==> config.mk <==
export PLATFORM = sky130hd
export DESIGN_NAME = hsv_to_rgb_converter
export DESIGN_NICKNAME = d
export VERILOG_FILES = /design/src/sv/hsv2rgb_pkg.sv /design/src/sv/hsv2rgb_sector.sv /design/src/sv/hsv2rgb_terms.sv /design/src/sv/hsv2rgb_mix.sv /design/src/sv/hsv_to_rgb_converter.sv
export SDC_FILE = /design/constraint.sdc
export NUM_CORES = 2
export LEC_CHECK = 0
export ABC_CLOCK_PERIOD_IN_PS = 5900
export BUFFER_PORTS_ARGS = -buffer_cell sky130_fd_sc_hd__buf_2
export CELL_PAD_IN_SITES_DETAIL_PLACEMENT = 1
export CELL_PAD_IN_SITES_GLOBAL_PLACEMENT = 2
export CORE_ASPECT_RATIO = 0.6
export CORE_UTILIZATION = 39
export CTS_BUF_LIST = sky130_fd_sc_hd__clkbuf_4 sky130_fd_sc_hd__clkbuf_8 sky130_fd_sc_hd__clkbuf_16
export CTS_CLUSTER_DIAMETER = 60
export DETAILED_ROUTE_END_ITERATION = 8
export PLACE_DENSITY = 0.81
export SLEW_MARGIN = 30
export SYNTH_ARGS = -nofsm -noshare
export SYNTH_HDL_FRONTEND = slang
export SYNTH_SLANG_ARGS = --single-unit
==> constraint.sdc <==
create_clock -name clk_i -period 5.9 [get_ports clk_i]
set_clock_uncertainty 0.05 [all_clocks]
set_input_delay 0.885 -clock clk_i [delete_from_list [all_inputs] [get_ports clk_i]]
set_output_delay 0.885 -clock clk_i [all_outputs]
set_load 0.1 [all_outputs]
==> src/sv/hsv2rgb_pkg.sv <==
// Shared types and constants for the HSV to RGB converter.
// No dependencies; every module of the converter imports this package.
package hsv2rgb_pkg;

  // Field widths of the pixel channels
  localparam int unsigned HueW  = 9;
  localparam int unsigned SvW   = 11;
  localparam int unsigned ChanW = 8;
  localparam int unsigned RemW  = 6;

  // Fixed-point format of saturation and value: SvOne means 1.0
  localparam int unsigned SvBits = 10;
  localparam logic [SvW-1:0] SvOne = 11'd1024;

  // Hue range and sector size in degrees
  localparam logic [HueW-1:0] HueMax = 9'd360;
  localparam int unsigned SectorDeg = 60;

  // Default number of fraction bits of the hue fraction
  localparam int unsigned FracBitsDef = 10;

  // Hue sector, one per 60 degrees
  typedef enum logic [2:0] {
    SecRedYel = 3'd0,
    SecYelGrn = 3'd1,
    SecGrnCyn = 3'd2,
    SecCynBlu = 3'd3,
    SecBluMag = 3'd4,
    SecMagRed = 3'd5
  } sector_e;

  // Input item
  typedef struct packed {
    logic [HueW-1:0] hue;
    logic [SvW-1:0]  saturation;
    logic [SvW-1:0]  brightness;
  } hsv_t;

  // Result item
  typedef struct packed {
    logic [ChanW-1:0] red;
    logic [ChanW-1:0] green;
    logic [ChanW-1:0] blue;
  } rgb_t;

endpackage

==> src/sv/hsv2rgb_sector.sv <==
// First pipeline stage: clamp the inputs, split hue into sector and fraction.
// Depends on hsv2rgb_pkg.
module hsv2rgb_sector
  import hsv2rgb_pkg::*;
#(
  parameter int unsigned FRAC_BITS = FracBitsDef
) (
  input  logic                 clk_i,
  input  logic                 rst_ni,
  input  logic                 valid_i,
  output logic                 stall_o,
  input  hsv_t                 pix_i,
  output logic                 valid_o,
  input  logic                 stall_i,
  output sector_e              sector_o,
  output logic [FRAC_BITS-1:0] frac_o,
  output logic [SvW-1:0]       sat_o,
  output logic [SvW-1:0]       bri_o
);

  typedef logic [FRAC_BITS-1:0] frac_lut_t [SectorDeg];

  // Fraction table: floor(rem * 2^FRAC_BITS / 60), built at elaboration
  function automatic frac_lut_t build_lut();
    frac_lut_t lut;
    for (int i = 0; i < SectorDeg; i++) begin
      lut[i] = FRAC_BITS'((longint'(i) << FRAC_BITS) / SectorDeg);
    end
    return lut;
  endfunction

  localparam frac_lut_t FracLut = build_lut();

  logic [HueW-1:0]      hue_c;
  logic [SvW-1:0]       sat_c;
  logic [SvW-1:0]       bri_c;
  sector_e              sector_d;
  logic [RemW-1:0]      rem_d;
  logic                 valid_q;
  sector_e              sector_q;
  logic [FRAC_BITS-1:0] frac_q;
  logic [SvW-1:0]       sat_q;
  logic [SvW-1:0]       bri_q;

  // Saturate out-of-range inputs
  assign hue_c = (pix_i.hue > HueMax) ? HueMax : pix_i.hue;
  assign sat_c = (pix_i.saturation > SvOne) ? SvOne : pix_i.saturation;
  assign bri_c = (pix_i.brightness > SvOne) ? SvOne : pix_i.brightness;

  // Find the sector and the degrees left within it; 360 wraps to sector 0
  always_comb begin
    if (hue_c >= HueMax) begin
      sector_d = SecRedYel;
      rem_d    = '0;
    end else if (hue_c >= HueW'(5 * SectorDeg)) begin
      sector_d = SecMagRed;
      rem_d    = RemW'(hue_c - HueW'(5 * SectorDeg));
    end else if (hue_c >= HueW'(4 * SectorDeg)) begin
      sector_d = SecBluMag;
      rem_d    = RemW'(hue_c - HueW'(4 * SectorDeg));
    end else if (hue_c >= HueW'(3 * SectorDeg)) begin
      sector_d = SecCynBlu;
      rem_d    = RemW'(hue_c - HueW'(3 * SectorDeg));
    end else if (hue_c >= HueW'(2 * SectorDeg)) begin
      sector_d = SecGrnCyn;
      rem_d    = RemW'(hue_c - HueW'(2 * SectorDeg));
    end else if (hue_c >= HueW'(SectorDeg)) begin
      sector_d = SecYelGrn;
      rem_d    = RemW'(hue_c - HueW'(SectorDeg));
    end else begin
      sector_d = SecRedYel;
      rem_d    = RemW'(hue_c);
    end
  end

  // Hold while the next stage is full and stalled
  assign stall_o = valid_q && stall_i;

  always_ff @(posedge clk_i or negedge rst_ni) begin
    if (!rst_ni) begin
      valid_q <= 1'b0;
    end else if (!stall_o) begin
      valid_q <= valid_i;
    end
  end

  always_ff @(posedge clk_i) begin
    if (!stall_o && valid_i) begin
      sector_q <= sector_d;
      frac_q   <= FracLut[rem_d];
      sat_q    <= sat_c;
      bri_q    <= bri_c;
    end
  end

  assign valid_o  = valid_q;
  assign sector_o = sector_q;
  assign frac_o   = frac_q;
  assign sat_o    = sat_q;
  assign bri_o    = bri_q;

endmodule

==> src/sv/hsv2rgb_terms.sv <==
// Second and third pipeline stages: form 1-S*f, 1-S*(1-f), V*(1-S),
// then multiply the first two by V. Depends on hsv2rgb_pkg.
module hsv2rgb_terms
  import hsv2rgb_pkg::*;
#(
  parameter int unsigned FRAC_BITS = FracBitsDef
) (
  input  logic                             clk_i,
  input  logic                             rst_ni,
  input  logic                             valid_i,
  output logic                             stall_o,
  input  sector_e                          sector_i,
  input  logic [FRAC_BITS-1:0]             frac_i,
  input  logic [SvW-1:0]                   sat_i,
  input  logic [SvW-1:0]                   bri_i,
  output logic                             valid_o,
  input  logic                             stall_i,
  output sector_e                          sector_o,
  output logic [SvW-1:0]                   bri_o,
  output logic [2*SvBits:0]                vp_o,
  output logic [2*SvBits+FRAC_BITS:0]      vq_o,
  output logic [2*SvBits+FRAC_BITS:0]      vt_o
);

  localparam int unsigned OneW  = SvW + FRAC_BITS;
  localparam int unsigned PW    = 2 * SvBits + 1;
  localparam int unsigned ProdW = 2 * SvBits + 1 + FRAC_BITS;
  localparam logic [OneW-1:0] OneFix = {SvOne, {FRAC_BITS{1'b0}}};
  localparam logic [FRAC_BITS:0] FracOne = {1'b1, {FRAC_BITS{1'b0}}};

  // Stage A signals
  logic [FRAC_BITS:0]    gfrac;
  logic [OneW-1:0]       sf;
  logic [OneW:0]         sg;
  logic [2*SvW-1:0]      vp_full;
  logic                  a_valid_q;
  logic                  a_stall;
  sector_e               a_sector_q;
  logic [SvW-1:0]        a_bri_q;
  logic [OneW-1:0]       a_oneq_q;
  logic [OneW-1:0]       a_onet_q;
  logic [PW-1:0]         a_vp_q;

  // Stage B signals
  logic [SvW+OneW-1:0]   vq_full;
  logic [SvW+OneW-1:0]   vt_full;
  logic                  b_valid_q;
  logic                  b_stall;
  sector_e               b_sector_q;
  logic [SvW-1:0]        b_bri_q;
  logic [PW-1:0]         b_vp_q;
  logic [ProdW-1:0]      b_vq_q;
  logic [ProdW-1:0]      b_vt_q;

  // Stage A: saturation products against the fraction and its complement
  assign gfrac   = FracOne - {1'b0, frac_i};
  assign sf      = OneW'(sat_i * frac_i);
  assign sg      = (OneW + 1)'(sat_i * gfrac);
  assign vp_full = bri_i * (SvOne - sat_i);

  assign b_stall = b_valid_q && stall_i;
  assign a_stall = a_valid_q && b_stall;
  assign stall_o = a_stall;

  always_ff @(posedge clk_i or negedge rst_ni) begin
    if (!rst_ni) begin
      a_valid_q <= 1'b0;
    end else if (!a_stall) begin
      a_valid_q <= valid_i;
    end
  end

  always_ff @(posedge clk_i) begin
    if (!a_stall && valid_i) begin
      a_sector_q <= sector_i;
      a_bri_q    <= bri_i;
      a_oneq_q   <= OneFix - sf;
      a_onet_q   <= OneFix - sg[OneW-1:0];
      a_vp_q     <= vp_full[PW-1:0];
    end
  end

  // Stage B: scale the two terms by value
  assign vq_full = a_bri_q * a_oneq_q;
  assign vt_full = a_bri_q * a_onet_q;

  always_ff @(posedge clk_i or negedge rst_ni) begin
    if (!rst_ni) begin
      b_valid_q <= 1'b0;
    end else if (!b_stall) begin
      b_valid_q <= a_valid_q;
    end
  end

  always_ff @(posedge clk_i) begin
    if (!b_stall && a_valid_q) begin
      b_sector_q <= a_sector_q;
      b_bri_q    <= a_bri_q;
      b_vp_q     <= a_vp_q;
      b_vq_q     <= vq_full[ProdW-1:0];
      b_vt_q     <= vt_full[ProdW-1:0];
    end
  end

  assign valid_o  = b_valid_q;
  assign sector_o = b_sector_q;
  assign bri_o    = b_bri_q;
  assign vp_o     = b_vp_q;
  assign vq_o     = b_vq_q;
  assign vt_o     = b_vt_q;

endmodule

==> src/sv/hsv2rgb_mix.sv <==
// Last pipeline stage: scale each term by 255, truncate, route the channels
// by sector and hold the result in the output register. Depends on hsv2rgb_pkg.
module hsv2rgb_mix
  import hsv2rgb_pkg::*;
#(
  parameter int unsigned FRAC_BITS = FracBitsDef
) (
  input  logic                        clk_i,
  input  logic                        rst_ni,
  input  logic                        valid_i,
  output logic                        stall_o,
  input  sector_e                     sector_i,
  input  logic [SvW-1:0]              bri_i,
  input  logic [2*SvBits:0]           vp_i,
  input  logic [2*SvBits+FRAC_BITS:0] vq_i,
  input  logic [2*SvBits+FRAC_BITS:0] vt_i,
  output logic                        valid_o,
  input  logic                        stall_i,
  output rgb_t                        rgb_o
);

  localparam int unsigned PW    = 2 * SvBits + 1;
  localparam int unsigned ProdW = 2 * SvBits + 1 + FRAC_BITS;
  localparam int unsigned QSh   = 2 * SvBits + FRAC_BITS;

  logic [SvW+ChanW-1:0]   v255;
  logic [PW+ChanW-1:0]    p255;
  logic [ProdW+ChanW-1:0] q255;
  logic [ProdW+ChanW-1:0] t255;
  logic [ChanW-1:0]       cv;
  logic [ChanW-1:0]       cp;
  logic [ChanW-1:0]       cq;
  logic [ChanW-1:0]       ct;
  rgb_t                   rgb_d;
  logic                   valid_q;
  rgb_t                   rgb_q;

  // Multiply by 255 as x*256 - x, then drop the fraction bits
  assign v255 = {bri_i, {ChanW{1'b0}}} - (SvW + ChanW)'(bri_i);
  assign p255 = {vp_i, {ChanW{1'b0}}} - (PW + ChanW)'(vp_i);
  assign q255 = {vq_i, {ChanW{1'b0}}} - (ProdW + ChanW)'(vq_i);
  assign t255 = {vt_i, {ChanW{1'b0}}} - (ProdW + ChanW)'(vt_i);

  assign cv = v255[SvBits+ChanW-1:SvBits];
  assign cp = p255[2*SvBits+ChanW-1:2*SvBits];
  assign cq = q255[QSh+ChanW-1:QSh];
  assign ct = t255[QSh+ChanW-1:QSh];

  // Route channels by sector
  always_comb begin
    unique case (sector_i)
      SecYelGrn: rgb_d = '{red: cq, green: cv, blue: cp};
      SecGrnCyn: rgb_d = '{red: cp, green: cv, blue: ct};
      SecCynBlu: rgb_d = '{red: cp, green: cq, blue: cv};
      SecBluMag: rgb_d = '{red: ct, green: cp, blue: cv};
      SecMagRed: rgb_d = '{red: cv, green: cp, blue: cq};
      default:   rgb_d = '{red: cv, green: ct, blue: cp};
    endcase
  end

  // Output register: hold while the sink stalls
  assign stall_o = valid_q && stall_i;

  always_ff @(posedge clk_i or negedge rst_ni) begin
    if (!rst_ni) begin
      valid_q <= 1'b0;
    end else if (!stall_o) begin
      valid_q <= valid_i;
    end
  end

  always_ff @(posedge clk_i) begin
    if (!stall_o && valid_i) begin
      rgb_q <= rgb_d;
    end
  end

  assign valid_o = valid_q;
  assign rgb_o   = rgb_q;

endmodule

==> src/sv/hsv_to_rgb_converter.sv <==
// HSV to RGB converter, four-stage pipeline. One item in and one item out
// per cycle when the sink does not stall; a result passes through the four
// register stages (sector split, which captures the item at acceptance,
// saturation products, value products, scale-and-route with the output
// register). Hue above 360 and saturation or brightness above 1024 are
// saturated. Stalls hold each stage only while the stage after it is full
// and held, so bubbles are squeezed out and the input keeps being taken
// while a finished result waits at the output, until every stage is full.
// Depends on hsv2rgb_pkg.
module hsv_to_rgb_converter
  import hsv2rgb_pkg::*;
#(
  parameter int unsigned FRAC_BITS = FracBitsDef
) (
  input  logic clk_i,
  input  logic rst_ni,
  input  logic in_valid_i,
  output logic in_stall_o,
  input  hsv_t in_data_i,
  output logic out_valid_o,
  input  logic out_stall_i,
  output rgb_t out_data_o
);

  localparam int unsigned PW    = 2 * SvBits + 1;
  localparam int unsigned ProdW = 2 * SvBits + 1 + FRAC_BITS;

  logic                 s1_valid;
  logic                 s1_stall;
  sector_e              s1_sector;
  logic [FRAC_BITS-1:0] s1_frac;
  logic [SvW-1:0]       s1_sat;
  logic [SvW-1:0]       s1_bri;

  logic                 s3_valid;
  logic                 s3_stall;
  sector_e              s3_sector;
  logic [SvW-1:0]       s3_bri;
  logic [PW-1:0]        s3_vp;
  logic [ProdW-1:0]     s3_vq;
  logic [ProdW-1:0]     s3_vt;

  // Split hue into sector and fraction
  hsv2rgb_sector #(
    .FRAC_BITS(FRAC_BITS)
  ) u_sector (
    .clk_i   (clk_i),
    .rst_ni  (rst_ni),
    .valid_i (in_valid_i),
    .stall_o (in_stall_o),
    .pix_i   (in_data_i),
    .valid_o (s1_valid),
    .stall_i (s1_stall),
    .sector_o(s1_sector),
    .frac_o  (s1_frac),
    .sat_o   (s1_sat),
    .bri_o   (s1_bri)
  );

  // Form the p, q and t products
  hsv2rgb_terms #(
    .FRAC_BITS(FRAC_BITS)
  ) u_terms (
    .clk_i   (clk_i),
    .rst_ni  (rst_ni),
    .valid_i (s1_valid),
    .stall_o (s1_stall),
    .sector_i(s1_sector),
    .frac_i  (s1_frac),
    .sat_i   (s1_sat),
    .bri_i   (s1_bri),
    .valid_o (s3_valid),
    .stall_i (s3_stall),
    .sector_o(s3_sector),
    .bri_o   (s3_bri),
    .vp_o    (s3_vp),
    .vq_o    (s3_vq),
    .vt_o    (s3_vt)
  );

  // Scale, route and register the channels
  hsv2rgb_mix #(
    .FRAC_BITS(FRAC_BITS)
  ) u_mix (
    .clk_i   (clk_i),
    .rst_ni  (rst_ni),
    .valid_i (s3_valid),
    .stall_o (s3_stall),
    .sector_i(s3_sector),
    .bri_i   (s3_bri),
    .vp_i    (s3_vp),
    .vq_i    (s3_vq),
    .vt_i    (s3_vt),
    .valid_o (out_valid_o),
    .stall_i (out_stall_i),
    .rgb_o   (out_data_o)
  );

endmodule

==> Word-level counts from Yosys, hierarchy flattened <==
Memory sizes are Yosys's and may differ from the RTL's. A register that Yosys moved wholly into a read port is not among the register bits.
Cells that the tools add are included.
{ "word_totals": {"reg_bits": 227, "latchBits": 0, "ramBits": 0, "mem_bits_ro": 640, "inputBits": 35, "output_inout_bits": 26, "word_cells": 81, "mem_count": 1} }
{ "op_classes": {"n_addsub": 13, "n_mul": 5, "n_div": 0, "magnitude_cmp": 9, "eq_ne": 5, "shift": 0, "mux": 13, "n_bitwise": 1, "n_reduce_logical": 13} }
{ "memory_table": {"columns": ["memory", "depth", "word_bits", "read_ports", "rd_clocked_by_memory_dff", "write_ports", "line_no", "source"], "rows": [
  ["(name not given)", 64, 10, 1, 1, 0, "hsv2rgb_sector.sv:90", "frac_q <= FracLut[rem_d];"]
]} }
{ "op_table": {"columns": ["cell", "n"], "rows": [
  ["24-bit one-hot mux with 5 select lines", 1],
  ["38-bit by 31-bit subtractor with 38-bit output", 2],
  ["11-bit by 21-bit multiplier with 31-bit output", 2],
  ["21-bit subtractor (first input constant)", 2],
  ["6-bit two-way mux", 6],
  ["6-bit subtractor (second input constant)", 5],
  ["28-bit by 21-bit subtractor with 28-bit output", 1],
  ["11-bit > comparator (second input constant)", 2],
  ["11-bit by 22-bit multiplier with 21-bit output", 1],
  ["11-bit by 10-bit multiplier with 21-bit output", 1],
  ["11-bit by 11-bit multiplier with 21-bit output", 1],
  ["9-bit by 8-bit >= comparator with 1-bit output (second input constant)", 2],
  ["9-bit >= comparator (second input constant)", 2],
  ["18-bit by 11-bit subtractor with 18-bit output", 1],
  ["3-bit two-way mux", 4],
  ["11-bit by 11-bit subtractor with 12-bit output (first input constant)", 1],
  ["11-bit by 10-bit subtractor with 11-bit output (first input constant)", 1],
  ["9-bit by 6-bit >= comparator with 1-bit output (second input constant)", 1],
  ["9-bit by 7-bit >= comparator with 1-bit output (second input constant)", 1],
  ["9-bit > comparator (second input constant)", 1],
  ["9-bit two-way mux", 1],
  ["1-bit logical AND", 8],
  ["6-bit NOT with 7-bit output", 1],
  ["3-bit by 2-bit equality test with 1-bit output (second input constant)", 2],
  ["5 further kinds", 9]
]} }

==> Longest topological paths before layout <==
{ "depth": {"ltp_word": 10, "depth_mapped": 28, "ltp_nobuf": 27} }

==> By module <==
A second synthesis with hierarchy kept.
{ "hier_totals": {"hier_cells": 4175, "area_unflattened_um2": 38834.7} }
{ "modules_own_cells": {"columns": ["mod", "instances", "cells_each", "area_per_inst_um2", "seq_area_each_um2"], "rows": [
  ["hsv2rgb_terms", 1, 3298, 31694.1, 5215.0],
  ["hsv2rgb_mix", 1, 631, 4699.5, 745.7],
  ["hsv2rgb_sector", 1, 246, 2441.1, 955.9]
]} }

==> Worst setup path after synthesis <==
Ideal clock, no wire load.
{ "synth_timing": {"path_type": "register -> register", "start": "register u_sector.frac_q[5], in the netlist u_sector.frac_o[5]", "end": "register u_terms.a_onet_q[20] (data pin)", "setup_time_ns": 0.259, "arrival_time_ns": 5.956, "required_ns": 5.591, "slack_ns": -0.365, "stages_incl_launch_ff": 24, "n_path_buf": 2, "path_cell_list": "edfxtp_1 -> clkbuf_1 -> inv_1 -> ha_1 -> nand2_1 -> xnor2_1 -> clkbuf_1 -> and2_1 -> fa_1 -> fa_1 -> inv_1 -> fa_1 -> fa_1 -> inv_1 -> fa_1 -> inv_1 -> ha_1 -> or3_1 -> o211ai_1 -> a31oi_1 -> and4_1 -> a2111oi_0 -> a21oi_1 -> xnor2_1"} }
{ "synth_via": {"elab_chain_len": 3} }
{ "synth_lines": {"columns": ["item", "line_no", "source"], "rows": [
  ["from (decl)", "hsv2rgb_sector.sv:41", "logic [FRAC_BITS-1:0] frac_q;"],
  ["11-bit by 10-bit subtractor with 11-bit output", "hsv2rgb_terms.sv:56", "assign gfrac = FracOne - {1'b0, frac_i};"],
  ["11-bit by 11-bit multiplier with 21-bit output", "hsv2rgb_terms.sv:58", "assign sg = (OneW + 1)'(sat_i * gfrac);"],
  ["21-bit subtractor", "hsv2rgb_terms.sv:78", "a_onet_q <= OneFix - sg[OneW-1:0];"],
  ["to (signal assigned)", "hsv2rgb_terms.sv:78", null],
  ["to (decl)", "hsv2rgb_terms.sv:41", "logic [OneW-1:0] a_onet_q;"]
]} }
Every way passes these cells.
A chain may end at the register's enable or synchronous reset.

==> Worst setup path after layout <==
{ "layout_timing": {"start": "register u_sector.sat_q[1], in the netlist u_sector.sat_o[1]", "end": "register u_terms.a_vp_q[20] (data pin)"} }
{ "layout_via": {"elab_chain_len": 2} }
{ "layout_lines": {"columns": ["item", "line_no", "source"], "rows": [
  ["from (decl)", "hsv2rgb_sector.sv:42", "logic [SvW-1:0] sat_q;"],
  ["from (signal assigned)", "hsv2rgb_sector.sv:91", "sat_q <= sat_c;"],
  ["11-bit by 11-bit subtractor with 12-bit output", "hsv2rgb_terms.sv:59", "assign vp_full = bri_i * (SvOne - sat_i);"],
  ["11-bit by 22-bit multiplier with 21-bit output", "hsv2rgb_terms.sv:59", null],
  ["via u_terms.vp_full[20]", "hsv2rgb_terms.sv:35", "logic [2*SvW-1:0] vp_full;"],
  ["to (signal assigned)", "hsv2rgb_terms.sv:79", "a_vp_q <= vp_full[PW-1:0];"],
  ["to (decl)", "hsv2rgb_terms.sv:42", "logic [PW-1:0] a_vp_q;"]
]} }
The timed path passes the listed nets, and every way through them passes these cells.

==> results.py <==
metrics = {
    "status": {
        "status": "finished, violations left",
        "violations": "setup timing",
    },
    "sta": {
        "setup_viol": 1,
        "max_freq_mhz": 167.4,
        "hold_viol_final": 0,
        "fin_setup_tns_ns": -0.07416,
        "worst_slack_ns": -0.07416,
        "period_minus_slack_ns": 5.974,
        "slew_headroom_pct": 36.70,
        "finalCritPeriodShare_pct": 101.3,
        "rsz0062_at_grt": "true",
        "slew_violations": 0,
        "worst_pin_slew_ns": 0.9459,
    },
    "yosys": {
        "synth_ff_type": "edfxtp_1",
        "async_flop_share_pct": 1.732,
        "synth_edf_count": 227,
        "synth_top_area_share_pct": 32.22,
        "synthTopCellsByArea": "fa_1 32%, edfxtp_1 18%, ha_1 12%",
        "synth_common_cells": "783 x inv_1, 614 x fa_1, 488 x nand2_1, 375 x ha_1, 364 x and2_1",
        "avgSynthCellArea_um2": 9.519,
        "yosysMostFrequentCell": "inv_1",
        "yosysTopAreaCell": "fa_1",
        "synth_cell_types": 97,
        "yosysWarnings": 0,
        "synthesis.area_um2": 38150,
        "synthCells": 4008,
        "yosysSeqAreaShare_pct": 18.13,
        "syn_nets": 5032,
        "synth_seq_cells": 231,
    },
    "placed_design": {
        "io_buffer_count": 60,
        "dp.cells": 5492,
        "dp_hpwl_um": 91630,
        "place_congestion": 0.8675,
    },
    "finish": {
        "drive_gt1_share_pct": 16.57,
        "finalCoreUtilization_pct": 46.39,
        "syn2layout_area_growth_pct": 17.28,
        "nets": 5327,
        "final_cells": 5632,
    },
    "critical_path": {
        "cp.required_ns": 6.23,
        "worst-endpoint-arrival_ns": 6.31,
        "worst_setup_path_start_kind": "flop",
        "worstSetupEndpointType": "flop",
        "path_class": "reg2reg",
        "critPathMaxFanout": 6,
    },
    "floorplan": {
        "row_count": 88,
        "initial_core_util_pct": 39.56,
        "fp.dieW_um": 405.8,
        "die_y_um": 244.3,
        "num_io_pins": 61,
        "coreArea_um2": 96450,
        "dieArea_um2": 99120,
    },
    "drt": {
        "wire_per_inst_um": 19.96,
        "firstDrtPassIters": 5,
        "viasPerCell": 5.098,
        "vias": 28710,
        "drcViolationCount": 0,
        "drt_wl_total_um": 112400,
        "drt_iter0_drc": 1716,
        "antenna_left": 0,
    },
    "clock_tree": {
        "cts_tree": "yes",
        "clkTransAtPathRegs_ns": 0.07,
        "cts_root_buffer": "clkbuf_16",
        "cts_sinks": 231,
        "h-tree-depth": 1,
        "cts_buffer_depth": 3,
        "cts_buffers": 30,
        "clkLatencyLatePin_ns": 0.63,
    },
    "global_routing": {
        "gr-total-overflow": 0,
        "grt_max_degree": 52,
        "grt_pass1_wl_um": 177300,
        "grt_pass1_vias": 30680,
        "grtUsageTotal_pct": 22.81,
        "antenna_found_initial": 2,
    },
    "worst_hold_path": {
        "holdCritPathClass": "reg2reg",
    },
    "run": {
        "cap_violations": 0,
    },
}
[worst max-delay path, cell delays in order (launching register included)]
cell	delay (ns)
edfxtp_1	0.42
inv_2	0.14
buf_6	0.12
nand3_4	0.08
nor4_4	0.30
buf_4	0.17
xnor2_2	0.06
buf_6	0.14
buf_6	0.14
buf_6	0.11
and2_4	0.15
fa_1	0.54
fa_1	0.45
fa_1	0.49
fa_1	0.51
inv_1	0.05
fa_1	0.49
inv_2	0.05
ha_4	0.15
or3_4	0.40
o21ai_4	0.07
a211o_1	0.14
nand3_2	0.08
a21o_1	0.19
a21oi_2	0.14
xnor2_1	0.08
[placed cells by master, fill, tap and decap left out, types with 60 or more instances in the layout]
| cell | count |
|---|---|
| edfxtp_1 | 227 |
| buf_2 | 60 |
| xnor2_1 | 119 |
| nand2_1 | 476 |
| nor2_1 | 108 |
| buf_4 | 327 |
| and2_1 | 349 |
| o21ai_0 | 68 |
| fa_1 | 600 |
| inv_1 | 760 |
| a21oi_1 | 88 |
| ha_1 | 347 |
[final timing paths]
kind / from / to / slack [ns] / cells past startpoint
worst min register to register: u_terms.a_vp_q[2] / u_terms.vp_o[2] / 0.37 / 0
worst max register to register: u_sector.sat_o[1] / u_terms.a_vp_q[20] / -0.07 / 25
worst min-delay path: u_terms.a_vp_q[2] / u_terms.vp_o[2] / 0.37 / 0
max in group asynchronous: rst_ni / u_sector.valid_o / 5.14 / 2
min in group asynchronous: rst_ni / u_mix.valid_o / 0.53 / 2
worst max-delay path: u_sector.sat_o[1] / u_terms.a_vp_q[20] / -0.07 / 25
[stage by stage]
stage	setup WS, ns	hold slack [ns]	cell area (um2)
floorplan	-0.04867	0.3503	38250
global route	-0.2814	0.3615	44740
finish	-0.07416	0.3663	44740
detailed placement	-0.3849	0.3557	41810
CTS	-0.004679	0.3585	43520
global placement	-0.1697	0.3526	41780
[state kept, by name, indices dropped and copies added, names as in the netlist]
register	cells
u_terms.valid_o	1
u_sector.valid_o	1
u_sector.bri_o	11
u_terms.a_vp_q	21
u_terms.a_valid_q	1
u_terms.vp_o	21
u_sector.frac_o	6
u_terms.a_sector_q	3
u_terms.vt_o	31
u_mix.rgb_o	24
u_terms.vq_o	30
u_terms.a_oneq_q	20
u_terms.bri_o	11
u_sector.sector_o	3
u_terms.a_bri_q	11
u_terms.a_onet_q	21
u_terms.sector_o	3
u_mix.valid_o	1
u_sector.sat_o	11
[layout make-up]
class	count	area [um2]
well taps	1305	1633
clock inverters	23	269.0
flip-flops and latches	231	6917
clock buffers	32	765.7
inverters	785	2949
diodes	1	2.502
repair buffers	434	3418
multi-input cells	2821	28790
fillers	10970	51710
[logic make-up after synthesis]
family / share of synthesized area [%]
mux: 0.4460
fa+ha+maj: 44.52
xor+xnor: 3.693
buf+inv: 9.438
compound gates: 7.779
flops: 18.13
simple gates: 16.00
[routing by layer]
| layer | track usage (%) | wire, um |
|---|---|---|
| met1 | 36.68 | 58920 |
| met2 | 31.69 | 44760 |
| met3 | 3.773 | 6580 |
| met4 | 4.240 | 2167 |
| met5 | 0 | 0 |
[timing repair]
action                                 CTS  global route
setup endpoints to repair               21            35
resized for setup                       81           181
setup buffers                           30            52
cloned                                   2             2
hold buffers                             1             0
pin swaps                               59           156
endpoints found under the hold margin    4             0
Power is left out: the tool's default activity adds up to more than one toggle a clock period on the data nets, which glitch-free logic cannot reach.
